--- config.mk ---
export PLATFORM = sky130hd
export DESIGN_NAME = greedy_interval_selector
export DESIGN_NICKNAME = d
export VERILOG_FILES = /design/src/rtl/core/gis_pkg.sv /design/src/rtl/core/gis_cmp.sv /design/src/rtl/core/gis_store.sv /design/src/rtl/core/gis_ctrl.sv /design/src/rtl/core/greedy_interval_selector.sv
export VERILOG_INCLUDE_DIRS = /design/src /design/src/rtl/core
export SDC_FILE = /design/constraint.sdc
export NUM_CORES = 2
export LEC_CHECK = 0
export BUFFER_PORTS_ARGS = -buffer_cell sky130_fd_sc_hd__buf_2
export CAP_MARGIN = 30
export CELL_PAD_IN_SITES_DETAIL_PLACEMENT = 0
export CELL_PAD_IN_SITES_GLOBAL_PLACEMENT = 2
export CORE_ASPECT_RATIO = 1.25
export CORE_MARGIN = 2
export CORE_UTILIZATION = 40
export CTS_CLUSTER_SIZE = 16
export DETAILED_ROUTE_END_ITERATION = 16
export PLACE_DENSITY = 0.74
export SYNTH_ARGS = -nofsm -noshare
export SYNTH_HDL_FRONTEND = slang
export SYNTH_SLANG_ARGS = --single-unit
--- constraint.sdc ---
create_clock -name aclk -period 10.7 [get_ports aclk]
set_input_delay 1.07 -clock aclk [delete_from_list [all_inputs] [get_ports aclk]]
set_output_delay 1.07 -clock aclk [all_outputs]
set_load 0.005 [all_outputs]
--- src/rtl/core/assert_macros.svh ---
// Assertion macros used by the interval selector sequencer.
`ifndef ASSERT_MACROS_SVH
`define ASSERT_MACROS_SVH

// A property that must hold at every clock edge outside reset.
`define GIS_ASSERT(label, clk, rstn, prop, msg) \
    label: assert property (@(posedge clk) disable iff (!rstn) (prop)) else $error(msg);

// A consequence that must hold in the same cycle as its trigger.
`define GIS_ASSERT_IMPL(label, clk, rstn, ante, cons, msg) \
    label: assert property (@(posedge clk) disable iff (!rstn) (ante) |-> (cons)) else $error(msg);

// A consequence that must hold in the cycle after its trigger.
`define GIS_ASSERT_NEXT(label, clk, rstn, ante, cons, msg) \
    label: assert property (@(posedge clk) disable iff (!rstn) (ante) |=> (cons)) else $error(msg);

`endif

--- src/rtl/core/gis_pkg.sv ---
// Shared types and constants of the greedy interval selector.
package gis_pkg;

    // Width of the count field in a result transaction.
    localparam int COUNT_W = 7;

    // Result tdata layout, from the lowest bit up.
    localparam int OUT_ACC_BIT  = 0;
    localparam int OUT_CNT_LSB  = 1;
    localparam int OUT_FULL_BIT = OUT_CNT_LSB + COUNT_W;
    localparam int OUT_DATA_W   = ((OUT_FULL_BIT + 1 + 7) / 8) * 8;

    // Outcome of one pass through the shared compare unit.
    typedef struct packed {
        logic start_lt_finish;  // new start lies before the stored finish
        logic finish_gt_start;  // new finish lies after the stored start
    } cmp_result_t;

endpackage

--- src/rtl/core/gis_cmp.sv ---
// Shared compare unit: checks a new interval against one stored interval.
module gis_cmp
    import gis_pkg::*;
#(
    parameter int TIME_BITS = 16
) (
    input  logic [TIME_BITS-1:0] new_start,
    input  logic [TIME_BITS-1:0] new_finish,
    input  logic [TIME_BITS-1:0] old_start,
    input  logic [TIME_BITS-1:0] old_finish,
    output cmp_result_t          result
);

    // Both half-open overlap terms; last-only mode uses the first alone.
    assign result.start_lt_finish = (new_start < old_finish);
    assign result.finish_gt_start = (new_finish > old_start);

endmodule

--- src/rtl/core/gis_store.sv ---
// Selection store: one write port and one registered read port.
module gis_store #(
    parameter int DEPTH     = 64,
    parameter int TIME_BITS = 16
) (
    input  logic                     aclk,
    input  logic                     wr_en,
    input  logic [$clog2(DEPTH)-1:0] wr_addr,
    input  logic [TIME_BITS-1:0]     wr_start,
    input  logic [TIME_BITS-1:0]     wr_finish,
    input  logic [$clog2(DEPTH)-1:0] rd_addr,
    output logic [TIME_BITS-1:0]     rd_start,
    output logic [TIME_BITS-1:0]     rd_finish
);

    logic [2*TIME_BITS-1:0] mem [DEPTH];
    logic [2*TIME_BITS-1:0] rd_data_reg;

    // Entries hold {finish, start}; the read data is registered.
    always_ff @(posedge aclk) begin
        if (wr_en) begin
            mem[wr_addr] <= {wr_finish, wr_start};
        end
        rd_data_reg <= mem[rd_addr];
    end

    assign rd_start  = rd_data_reg[TIME_BITS-1:0];
    assign rd_finish = rd_data_reg[2*TIME_BITS-1:TIME_BITS];

endmodule

--- src/rtl/core/gis_ctrl.sv ---
// Sequencer of the interval selector: walks the store through the compare unit.
`include "assert_macros.svh"

module gis_ctrl
    import gis_pkg::*;
#(
    parameter int SEL_DEPTH = 64,
    parameter int TIME_BITS = 16
) (
    input  logic                         aclk,
    input  logic                         aresetn,
    input  logic                         check_mode,
    // Input transaction
    input  logic                         s_tvalid,
    output logic                         s_tready,
    input  logic [TIME_BITS-1:0]         s_start,
    input  logic [TIME_BITS-1:0]         s_finish,
    input  logic                         s_last,
    // Store ports
    output logic                         wr_en,
    output logic [$clog2(SEL_DEPTH)-1:0] wr_addr,
    output logic [TIME_BITS-1:0]         wr_start,
    output logic [TIME_BITS-1:0]         wr_finish,
    output logic [$clog2(SEL_DEPTH)-1:0] rd_addr,
    input  logic [TIME_BITS-1:0]         rd_start,
    input  logic [TIME_BITS-1:0]         rd_finish,
    // Result transaction
    output logic                         m_tvalid,
    input  logic                         m_tready,
    output logic                         m_accepted,
    output logic [COUNT_W-1:0]           m_count,
    output logic                         m_full,
    output logic                         m_last
);

    localparam int AW    = $clog2(SEL_DEPTH);
    localparam int CNT_W = $clog2(SEL_DEPTH + 1);

    typedef enum logic [1:0] {
        ST_IDLE,
        ST_FETCH,
        ST_SCAN,
        ST_DECIDE
    } state_t;

    state_t               state_reg;
    logic [TIME_BITS-1:0] start_reg;
    logic [TIME_BITS-1:0] finish_reg;
    logic                 last_reg;
    logic [CNT_W-1:0]     total_reg;
    logic                 in_run_reg;
    logic [AW-1:0]        cmp_idx_reg;
    logic [AW-1:0]        rd_addr_reg;
    logic                 compat_reg;
    logic                 out_valid_reg;
    logic                 out_acc_reg;
    logic [COUNT_W-1:0]   out_cnt_reg;
    logic                 out_full_reg;
    logic                 out_last_reg;

    logic [CNT_W-1:0]         total_eff;
    logic [CNT_W-1:0]         total_eff_m1;
    logic [CNT_W-1:0]         total_m1;
    logic                     has_room;
    logic                     out_free;
    logic                     commit;
    logic                     take;
    logic [CNT_W-1:0]         total_next;
    logic [CNT_W+COUNT_W-1:0] cnt_ext;
    cmp_result_t              cmp_res;

    // The shared compare unit sees the held interval and the entry just read.
    gis_cmp #(
        .TIME_BITS (TIME_BITS)
    ) u_cmp (
        .new_start  (start_reg),
        .new_finish (finish_reg),
        .old_start  (rd_start),
        .old_finish (rd_finish),
        .result     (cmp_res)
    );

    // Count as seen by a new item, and the decision terms.
    always_comb begin
        total_eff    = in_run_reg ? total_reg : '0;
        total_eff_m1 = total_eff - CNT_W'(1);
        total_m1     = total_reg - CNT_W'(1);
        has_room     = (total_reg < CNT_W'(SEL_DEPTH));
        out_free     = !out_valid_reg || m_tready;
        commit       = (state_reg == ST_DECIDE) && out_free;
        take         = compat_reg && has_room;
        total_next   = total_reg + CNT_W'(take);
        cnt_ext      = {{COUNT_W{1'b0}}, total_next};
    end

    assign s_tready  = (state_reg == ST_IDLE);
    assign rd_addr   = rd_addr_reg;
    assign wr_en     = commit && take;
    assign wr_addr   = total_reg[AW-1:0];
    assign wr_start  = start_reg;
    assign wr_finish = finish_reg;

    assign m_tvalid   = out_valid_reg;
    assign m_accepted = out_acc_reg;
    assign m_count    = out_cnt_reg;
    assign m_full     = out_full_reg;
    assign m_last     = out_last_reg;

    // Sequencer state and the registered result.
    always_ff @(posedge aclk) begin
        if (!aresetn) begin
            state_reg     <= ST_IDLE;
            total_reg     <= '0;
            in_run_reg    <= 1'b0;
            out_valid_reg <= 1'b0;
        end else begin
            // The result leaves unless a new one replaces it in the same cycle.
            if (out_valid_reg && m_tready && !commit) begin
                out_valid_reg <= 1'b0;
            end
            unique case (state_reg)
                ST_IDLE: begin
                    if (s_tvalid) begin
                        start_reg  <= s_start;
                        finish_reg <= s_finish;
                        last_reg   <= s_last;
                        total_reg  <= total_eff;
                        if (total_eff == '0) begin
                            // First interval of a run is always compatible.
                            compat_reg <= 1'b1;
                            state_reg  <= ST_DECIDE;
                        end else if (check_mode) begin
                            cmp_idx_reg <= '0;
                            rd_addr_reg <= '0;
                            state_reg   <= ST_FETCH;
                        end else begin
                            cmp_idx_reg <= total_eff_m1[AW-1:0];
                            rd_addr_reg <= total_eff_m1[AW-1:0];
                            state_reg   <= ST_FETCH;
                        end
                    end
                end
                ST_FETCH: begin
                    // The first entry is on its way; address the one after it.
                    rd_addr_reg <= rd_addr_reg + AW'(1);
                    state_reg   <= ST_SCAN;
                end
                ST_SCAN: begin
                    if (!check_mode) begin
                        compat_reg <= !cmp_res.start_lt_finish;
                        state_reg  <= ST_DECIDE;
                    end else if (cmp_res.start_lt_finish && cmp_res.finish_gt_start) begin
                        compat_reg <= 1'b0;
                        state_reg  <= ST_DECIDE;
                    end else if (CNT_W'(cmp_idx_reg) == total_m1) begin
                        compat_reg <= 1'b1;
                        state_reg  <= ST_DECIDE;
                    end else begin
                        cmp_idx_reg <= cmp_idx_reg + AW'(1);
                        rd_addr_reg <= rd_addr_reg + AW'(1);
                    end
                end
                ST_DECIDE: begin
                    // Commit once the result register is free.
                    if (out_free) begin
                        total_reg     <= total_next;
                        in_run_reg    <= !last_reg;
                        out_valid_reg <= 1'b1;
                        out_acc_reg   <= take;
                        out_full_reg  <= compat_reg && !has_room;
                        out_cnt_reg   <= cnt_ext[COUNT_W-1:0];
                        out_last_reg  <= last_reg;
                        state_reg     <= ST_IDLE;
                    end
                end
                default: begin
                    state_reg <= ST_IDLE;
                end
            endcase
        end
    end

    `GIS_ASSERT(a_total_bound, aclk, aresetn, total_reg <= CNT_W'(SEL_DEPTH), "count beyond store depth")
    `GIS_ASSERT_IMPL(a_acc_full_excl, aclk, aresetn, out_valid_reg, !(out_acc_reg && out_full_reg), "accepted and full together")
    `GIS_ASSERT_NEXT(a_busy_after_accept, aclk, aresetn, s_tvalid && s_tready, !s_tready, "ready held after an accepted transaction")
    `GIS_ASSERT_IMPL(a_write_in_range, aclk, aresetn, wr_en, total_reg < CNT_W'(SEL_DEPTH), "store write with no room")

endmodule

--- src/rtl/core/greedy_interval_selector.sv ---
// Greedy interval selector: top level with configuration and stream ports.
// Each item runs to its commit before the next is taken. First interval of a run: straight
// to the decide step. Last-only mode: fetch, scan, decide, with one store read.
// Check-all mode: fetch, then n entries compared one per cycle in the scan, at most SEL_DEPTH,
// then decide. A waiting result holds the next item at its commit.
// aresetn (synchronous, active low) clears the count, run flag, check_mode and the output valid.
module greedy_interval_selector
    import gis_pkg::*;
#(
    parameter int SEL_DEPTH = 64,
    parameter int TIME_BITS = 16
) (
    input  logic                                  aclk,
    input  logic                                  aresetn,
    // Configuration write: check_mode
    input  logic                                  cfg_valid,
    output logic                                  cfg_ready,
    input  logic                                  cfg_data,
    // Input stream
    input  logic                                  s_tvalid,
    output logic                                  s_tready,
    // s_tdata: interval start, interval finish, zero padding (lowest bit up)
    input  logic [((2*TIME_BITS+7)/8)*8-1:0]      s_tdata,
    input  logic                                  s_tlast,
    // Result stream
    output logic                                  m_tvalid,
    input  logic                                  m_tready,
    // m_tdata: accepted, selected_count, store_full, zero padding (lowest bit up)
    output logic [OUT_DATA_W-1:0]                 m_tdata,
    output logic                                  m_tlast
);

    localparam int AW = $clog2(SEL_DEPTH);

    logic                 check_mode_reg;
    logic                 wr_en;
    logic [AW-1:0]        wr_addr;
    logic [TIME_BITS-1:0] wr_start;
    logic [TIME_BITS-1:0] wr_finish;
    logic [AW-1:0]        rd_addr;
    logic [TIME_BITS-1:0] rd_start;
    logic [TIME_BITS-1:0] rd_finish;
    logic                 res_acc;
    logic [COUNT_W-1:0]   res_cnt;
    logic                 res_full;

    // Configuration register, written only while the block is idle and no input is offered.
    assign cfg_ready = s_tready && !s_tvalid;
    always_ff @(posedge aclk) begin
        if (!aresetn) begin
            check_mode_reg <= 1'b0;
        end else if (cfg_valid && cfg_ready) begin
            check_mode_reg <= cfg_data;
        end
    end

    gis_store #(
        .DEPTH     (SEL_DEPTH),
        .TIME_BITS (TIME_BITS)
    ) u_store (
        .aclk      (aclk),
        .wr_en     (wr_en),
        .wr_addr   (wr_addr),
        .wr_start  (wr_start),
        .wr_finish (wr_finish),
        .rd_addr   (rd_addr),
        .rd_start  (rd_start),
        .rd_finish (rd_finish)
    );

    gis_ctrl #(
        .SEL_DEPTH (SEL_DEPTH),
        .TIME_BITS (TIME_BITS)
    ) u_ctrl (
        .aclk       (aclk),
        .aresetn    (aresetn),
        .check_mode (check_mode_reg),
        .s_tvalid   (s_tvalid),
        .s_tready   (s_tready),
        .s_start    (s_tdata[TIME_BITS-1:0]),
        .s_finish   (s_tdata[2*TIME_BITS-1:TIME_BITS]),
        .s_last     (s_tlast),
        .wr_en      (wr_en),
        .wr_addr    (wr_addr),
        .wr_start   (wr_start),
        .wr_finish  (wr_finish),
        .rd_addr    (rd_addr),
        .rd_start   (rd_start),
        .rd_finish  (rd_finish),
        .m_tvalid   (m_tvalid),
        .m_tready   (m_tready),
        .m_accepted (res_acc),
        .m_count    (res_cnt),
        .m_full     (res_full),
        .m_last     (m_tlast)
    );

    // Pack the result fields into tdata.
    always_comb begin
        m_tdata                                  = '0;
        m_tdata[OUT_ACC_BIT]                     = res_acc;
        m_tdata[OUT_CNT_LSB +: COUNT_W]          = res_cnt;
        m_tdata[OUT_FULL_BIT]                    = res_full;
    end

endmodule
=== After elaboration in Yosys (flattened, before gate mapping) ===
Memory sizes are Yosys's and may differ from the RTL's. A register that Yosys moved wholly into a read port is not among the register bits.
Cells that the tools add are included.

* Add/subtract/negate cells: 5
* $mul: 0
* Divide/modulo/power cells: 0
* $lt $le $gt $ge: 3
* Equal/unequal tests: 12
* Shift operators: 0
* Mux-type cells: 33
* Bitwise gates (word level): 0
* Reduce and logical (&&, ||, !) cells: 29

{| class="wikitable"
|+ Operator list
! cell !! count
|-
| $mux W6 || 9
|-
| $mux W7 || 3
|-
| $pmux W6 S3 || 1
|-
| $gt A16 B16 Y1 || 1
|-
| $lt A16 B16 Y1 || 1
|-
| $pmux W7 S2 || 1
|-
| $reduce_and A7 Y1 || 2
|-
| $add A6 B1 Y6 const B || 2
|-
| $mux W2 || 6
|-
| $pmux W6 S2 || 1
|-
| $reduce_and A3 Y1 || 4
|-
| $mux W1 || 10
|-
| $ne A2 B2 Y1 const B || 5
|-
| $logic_and A1 B1 Y1 || 9
|-
| $pmux W2 S4 || 1
|-
| $add A7 B1 Y7 || 1
|-
| $eq A6 B7 Y1 || 1
|-
| $logic_not A7 Y1 || 1
|-
| $lt A7 B7 Y1 const B || 1
|-
| $sub A7 B1 Y7 const B || 1
|-
| $logic_not A1 Y1 || 6
|-
| $sub A6 B1 Y6 const B || 1
|-
| $reduce_and A5 Y1 || 1
|-
| $eq A2 B2 Y1 const B || 2
|-
| other kinds (9) || 11
|}

* Register bits after elaboration: 68
* Bits in latches: 0
* Bits in writable memories: 2,048
* ROM bits: 0
* Input port bits: 39
* Memories: 1

{| class="wikitable"
|+ Memories
! memory !! words !! width !! read ports !! clocked after memory_dff !! write ports !! RTL line !! source
|-
| u_store.mem || 64 || 32 || 1 || 1 || 1 || gis_store.sv:16 || <nowiki>logic [2*TIME_BITS-1:0] mem [DEPTH];</nowiki>
|}

=== Logic depth before layout (Yosys ltp) ===
* Depth in word-level cells: 8
* Depth in mapped cells: 10
* Depth with buffers taken out: 9

=== Modules after synthesis ===
Synthesis repeated with hierarchy kept, for this count alone.

* Cell total of the unflattened synthesis: 3,700
* Area, all modules: 82,506.6 um2

{| class="wikitable"
|+ Modules (own cells, without submodules)
! module !! instances !! cells an instance !! area each (um2)
|-
| gis_store || 1 || 3,324 || 78,515.3
|-
| gis_ctrl || 1 || 251 || 3,060.4
|-
| gis_cmp || 1 || 109 || 795.8
|-
| greedy_interval_selector || 1 || 16 || 135.1
|}

=== Worst setup path before layout ===
OpenSTA, ideal clock, no wires.

* Path type: register to register
* From: register u_ctrl.finish_reg[7], in the netlist u_ctrl.wr_finish[7]
* To: register u_ctrl.rd_addr_reg[0], in the netlist u_ctrl.rd_addr[0], enable pin
* Setup time: 0.386 ns
* Arrival: 3.673 ns
* Data required time: 10.314 ns
* Slack: 6.641 ns
* Stages on the path, launching flop included: 9
* Buffers on the path: 0
* Period minus slack after synthesis: 4.059 ns
* Cell sequence: edfxtp_1 -> ha_1 -> and3_1 -> a221o_1 -> a221o_1 -> a211o_1 -> and4_1 -> o21a_1 -> nor4bb_1

* Cells in the longest elaborated chain, start to end: 4

{| class="wikitable"
|+ RTL lines
! item !! RTL line !! source
|-
| start, declared || gis_ctrl.sv:48 || <nowiki>logic [TIME_BITS-1:0] finish_reg;</nowiki>
|-
| start signal, assigned || gis_ctrl.sv:125 || <nowiki>finish_reg <= s_finish;</nowiki>
|-
| $gt A16 B16 Y1 || gis_cmp.sv:16 || <nowiki>assign result.finish_gt_start = (new_finish > old_start);</nowiki>
|-
| $logic_and A1 B1 Y1 || gis_ctrl.sv:152 || <nowiki>end else if (cmp_res.start_lt_finish && cmp_res.finish_gt_start) begin</nowiki>
|-
| $ne A2 B2 Y1 (no line) || -- ||
|-
| $reduce_and A7 Y1 (no line) || -- ||
|-
| end signal, assigned || gis_ctrl.sv:138 || <nowiki>rd_addr_reg <= total_eff_m1[AW-1:0];</nowiki>
|-
| end signal, assigned || gis_ctrl.sv:145 || <nowiki>rd_addr_reg <= rd_addr_reg + AW'(1);</nowiki>
|-
| end signal, assigned || gis_ctrl.sv:160 || <nowiki>rd_addr_reg <= rd_addr_reg + AW'(1);</nowiki>
|-
| end, declared || gis_ctrl.sv:53 || <nowiki>logic [AW-1:0] rd_addr_reg;</nowiki>
|}

No other way between the ends.
A chain may end at the register's enable or synchronous reset.

==> flow_summary.ini <==
[power]
swShare_pct = 25.8
power_frac_clock_pct = 33.9
leakagePower_nw = 28.8
power_mw = 20.8
p_per_area_nw_per_um2 = 223
seq_power_share_pct = 46.3
vdd_ir_drop_max_uv = 165
comb_power_share_pct = 19.9
intPower_mw = 15.4
power.switching_mw = 5.36

[floorplan]
io_pins = 59
die_area_sq_um = 209000
die_y_um = 511
initial_utilization_pct = 40.1
rows = 186
core_sq_um = 205000
fp.dieW_um = 409

[sta]
period_needed_ns = 4.26
maxSlewHeadroom_pct = 28.7
worst_pin_slew_ns = 1.07
post-route-period-util_pct = 39.8
rsz0062_at_grt = false
finalHoldViolCount = 0
drv_slew = 0
fmax_mhz = 235
setup-tns-final_ns = 0
clock_skew_ns = 0.0296
final-setup-viol-count = 0

[clock_network]
clk-insertion-delay-late_ns = 0.84
clkTransAtPathRegs_ns = 0.06
postCtsHoldBufs = 0
cts_buffers = 198
ctsLongestPathBuffers = 3
post_cts_buffers = 0
cts.sink_count = 2148
cts_tree = done
root_buffer = clkbuf_16
post_cts_resized = 0
cts.htree.levels = 4

[synthesis]
ys_seq_area_share_pct = 77.9
synthesis.area_sq_um = 82200
synthArstFlopShare_pct = 0
synth_common_cells = edfxtp_1, mux4_2, nor2_1
synthSimpleGateAreaFrac_pct = 1.03
synthAdderAreaFrac_pct = 0.624
synth_warnings = 0
netlist_top_cells_area = edfxtp_1, mux4_2, dfxtp_1
synth_xor_area_share_pct = 0.251
synth_compound_area_share_pct = 0.511
synth_cell_type_count = 51
synth-edff-count = 2104
synth.most_common_cell = edfxtp_1
avgSynthCellArea_sq_um = 24.5
netlist_instances = 3356
synth_top_family_by_area = multiplexers
synth.mux.area_fraction_pct = 18.4
synth-seq-cells = 2148
ys.flop_type = edfxtp_1
synth_top_area_cell = edfxtp_1
synth_top_area_share_pct = 76.9

[critical_path]
crit_arrival_ns = 4.95
startpoint_type = register
crit_type = reg -> reg
path_max_fanout = 55
crit_path_end_kind = register
required_ns = 11.39

[layout]
fillers = 16900
seq_area_sq_um = 64100
nNetsFinal = 3635
layout-drive-gt1-share_pct = 32.0
fin_util_pct = 45.4
largest_register_ffs = 2048
multi_input_area_sq_um = 17700
area_delta_synth_final_pct = 13.2

[run_status]
status = finished, final reports clean

[detailed_routing]
drtIter0Drc = 4327
postRouteAntennaNets = 0
vias = 36600
met1Wirelength_um = 78600
wire_per_inst_um = 31.4
drt-vias-per-instance = 5.68
drc = 0
firstDrtPassIters = 5
wl_met2_um = 104000
wl_met3_um = 13800
routed.top_layer = met5
wirelength_um = 202000

[grt]
grt_pass1_vias = 37600
grt-ovfl-total = 0
grt_usage_pct = 19.3
grt_antenna_before_repair = 17
grt_first_pass_wirelength_um = 285000
grt_max_degree = 134

[placement]
dp_hpwl_um = 105000
portBuffers = 51
gp_congestion = 0.792

[flow_run]
drv_cap = 0

[hold_path]
hp-class = in -> reg
==> metal layers <==
metal  vias to the layer above  global-route usage [%]
met5                         -                       0
met4                         6                    5.92
met3                       302                    3.82
met2                      1390                    32.8
met1                     20100                    25.2
li1                      14800                       -
==> layout by cell type (no fill, tap or decap), types with 8 or more instances in the layout <==
cell type	count
nand2_1	40
nand3_1	17
nor2b_1	11
clkbuf_16	200
buf_2	53
buf_4	110
xor2_1	10
ha_1	41
inv_1	36
mux4_2	672
dfxtp_1	44
clkinv_2	29
clkinv_1	46
edfxtp_1	2104
nor2_4	64
bufinv_16	20
inv_6	8
xnor2_1	11
clkbuf_1	48
buf_12	8
a21oi_1	22
nor2_1	24
==> cell type report <==
class / count / share of cell area [%]
antenna: 1 / 0.00269
clock buffer: 252 / 5.63
clock inverter: 116 / 1.30
inverter: 37 / 0.149
multi-input combinational: 996 / 19.0
sequential: 2148 / 68.8
tap: 2726 / 3.66
timing repair buffer: 174 / 1.43
==> final timing paths <==
path                            cells past startpoint  slack [ns]                 endpoint         startpoint
worst max register to register                      6        6.44  u_store.rd_data_reg[31]  u_ctrl.rd_addr[1]
worst min-delay path                                1        0.41     u_ctrl.wr_finish[10]        s_tdata[26]
worst max-delay path                                6        6.44  u_store.rd_data_reg[31]  u_ctrl.rd_addr[1]
worst min register to register                      0        0.48            u_ctrl.m_last    u_ctrl.last_reg
==> critical path, stage by stage, from the launching register on <==
cell and delay (ns):
edfxtp_1 0.34, buf_4 0.66, buf_4 0.72, buf_4 0.71
mux4_2 0.42, mux4_2 0.58, mux4_2 0.48
==> cell families (layout without fill, tap and decap cells) <==
family / Yosys count / count (layout)
xor gates and xnor gates: 22 / 22
adders and majority gates: 41 / 41
other: 1 / 8
buffers and inverters: 218 / 579
AOI/OAI and AO/OA: 63 / 63
and+or+nand+nor: 188 / 188
DFF: 2148 / 2148
muxes: 675 / 675
==> per-stage QoR <==
stage	setup WS, ns	hold WS, ns	cells	cell area (sq um)
floorplan	6.64	0.426	3362	82200
finish	6.44	0.409	6450	93100
detailed placement	6.29	0.485	6080	86600
global placement	6.30	0.475	6076	86500
global route	6.11	0.359	6450	93100
CTS	6.32	0.330	6448	93000
==> power by group through the flow <==
| stage | Clock [mW] | Sequential, mW | Combinational [mW] |
|---|---|---|---|
| finish | 7.04 | 9.62 | 4.13 |
| global route | 7.46 | 9.62 | 4.39 |
| CTS | 7.17 | 9.62 | 4.17 |
| detailed placement | 0 | 9.80 | 4.17 |
| global placement | 0 | 9.79 | 4.13 |
| floorplan | 0 | 9.83 | 2.86 |
Note: power is estimated with default switching activity, not from simulation.
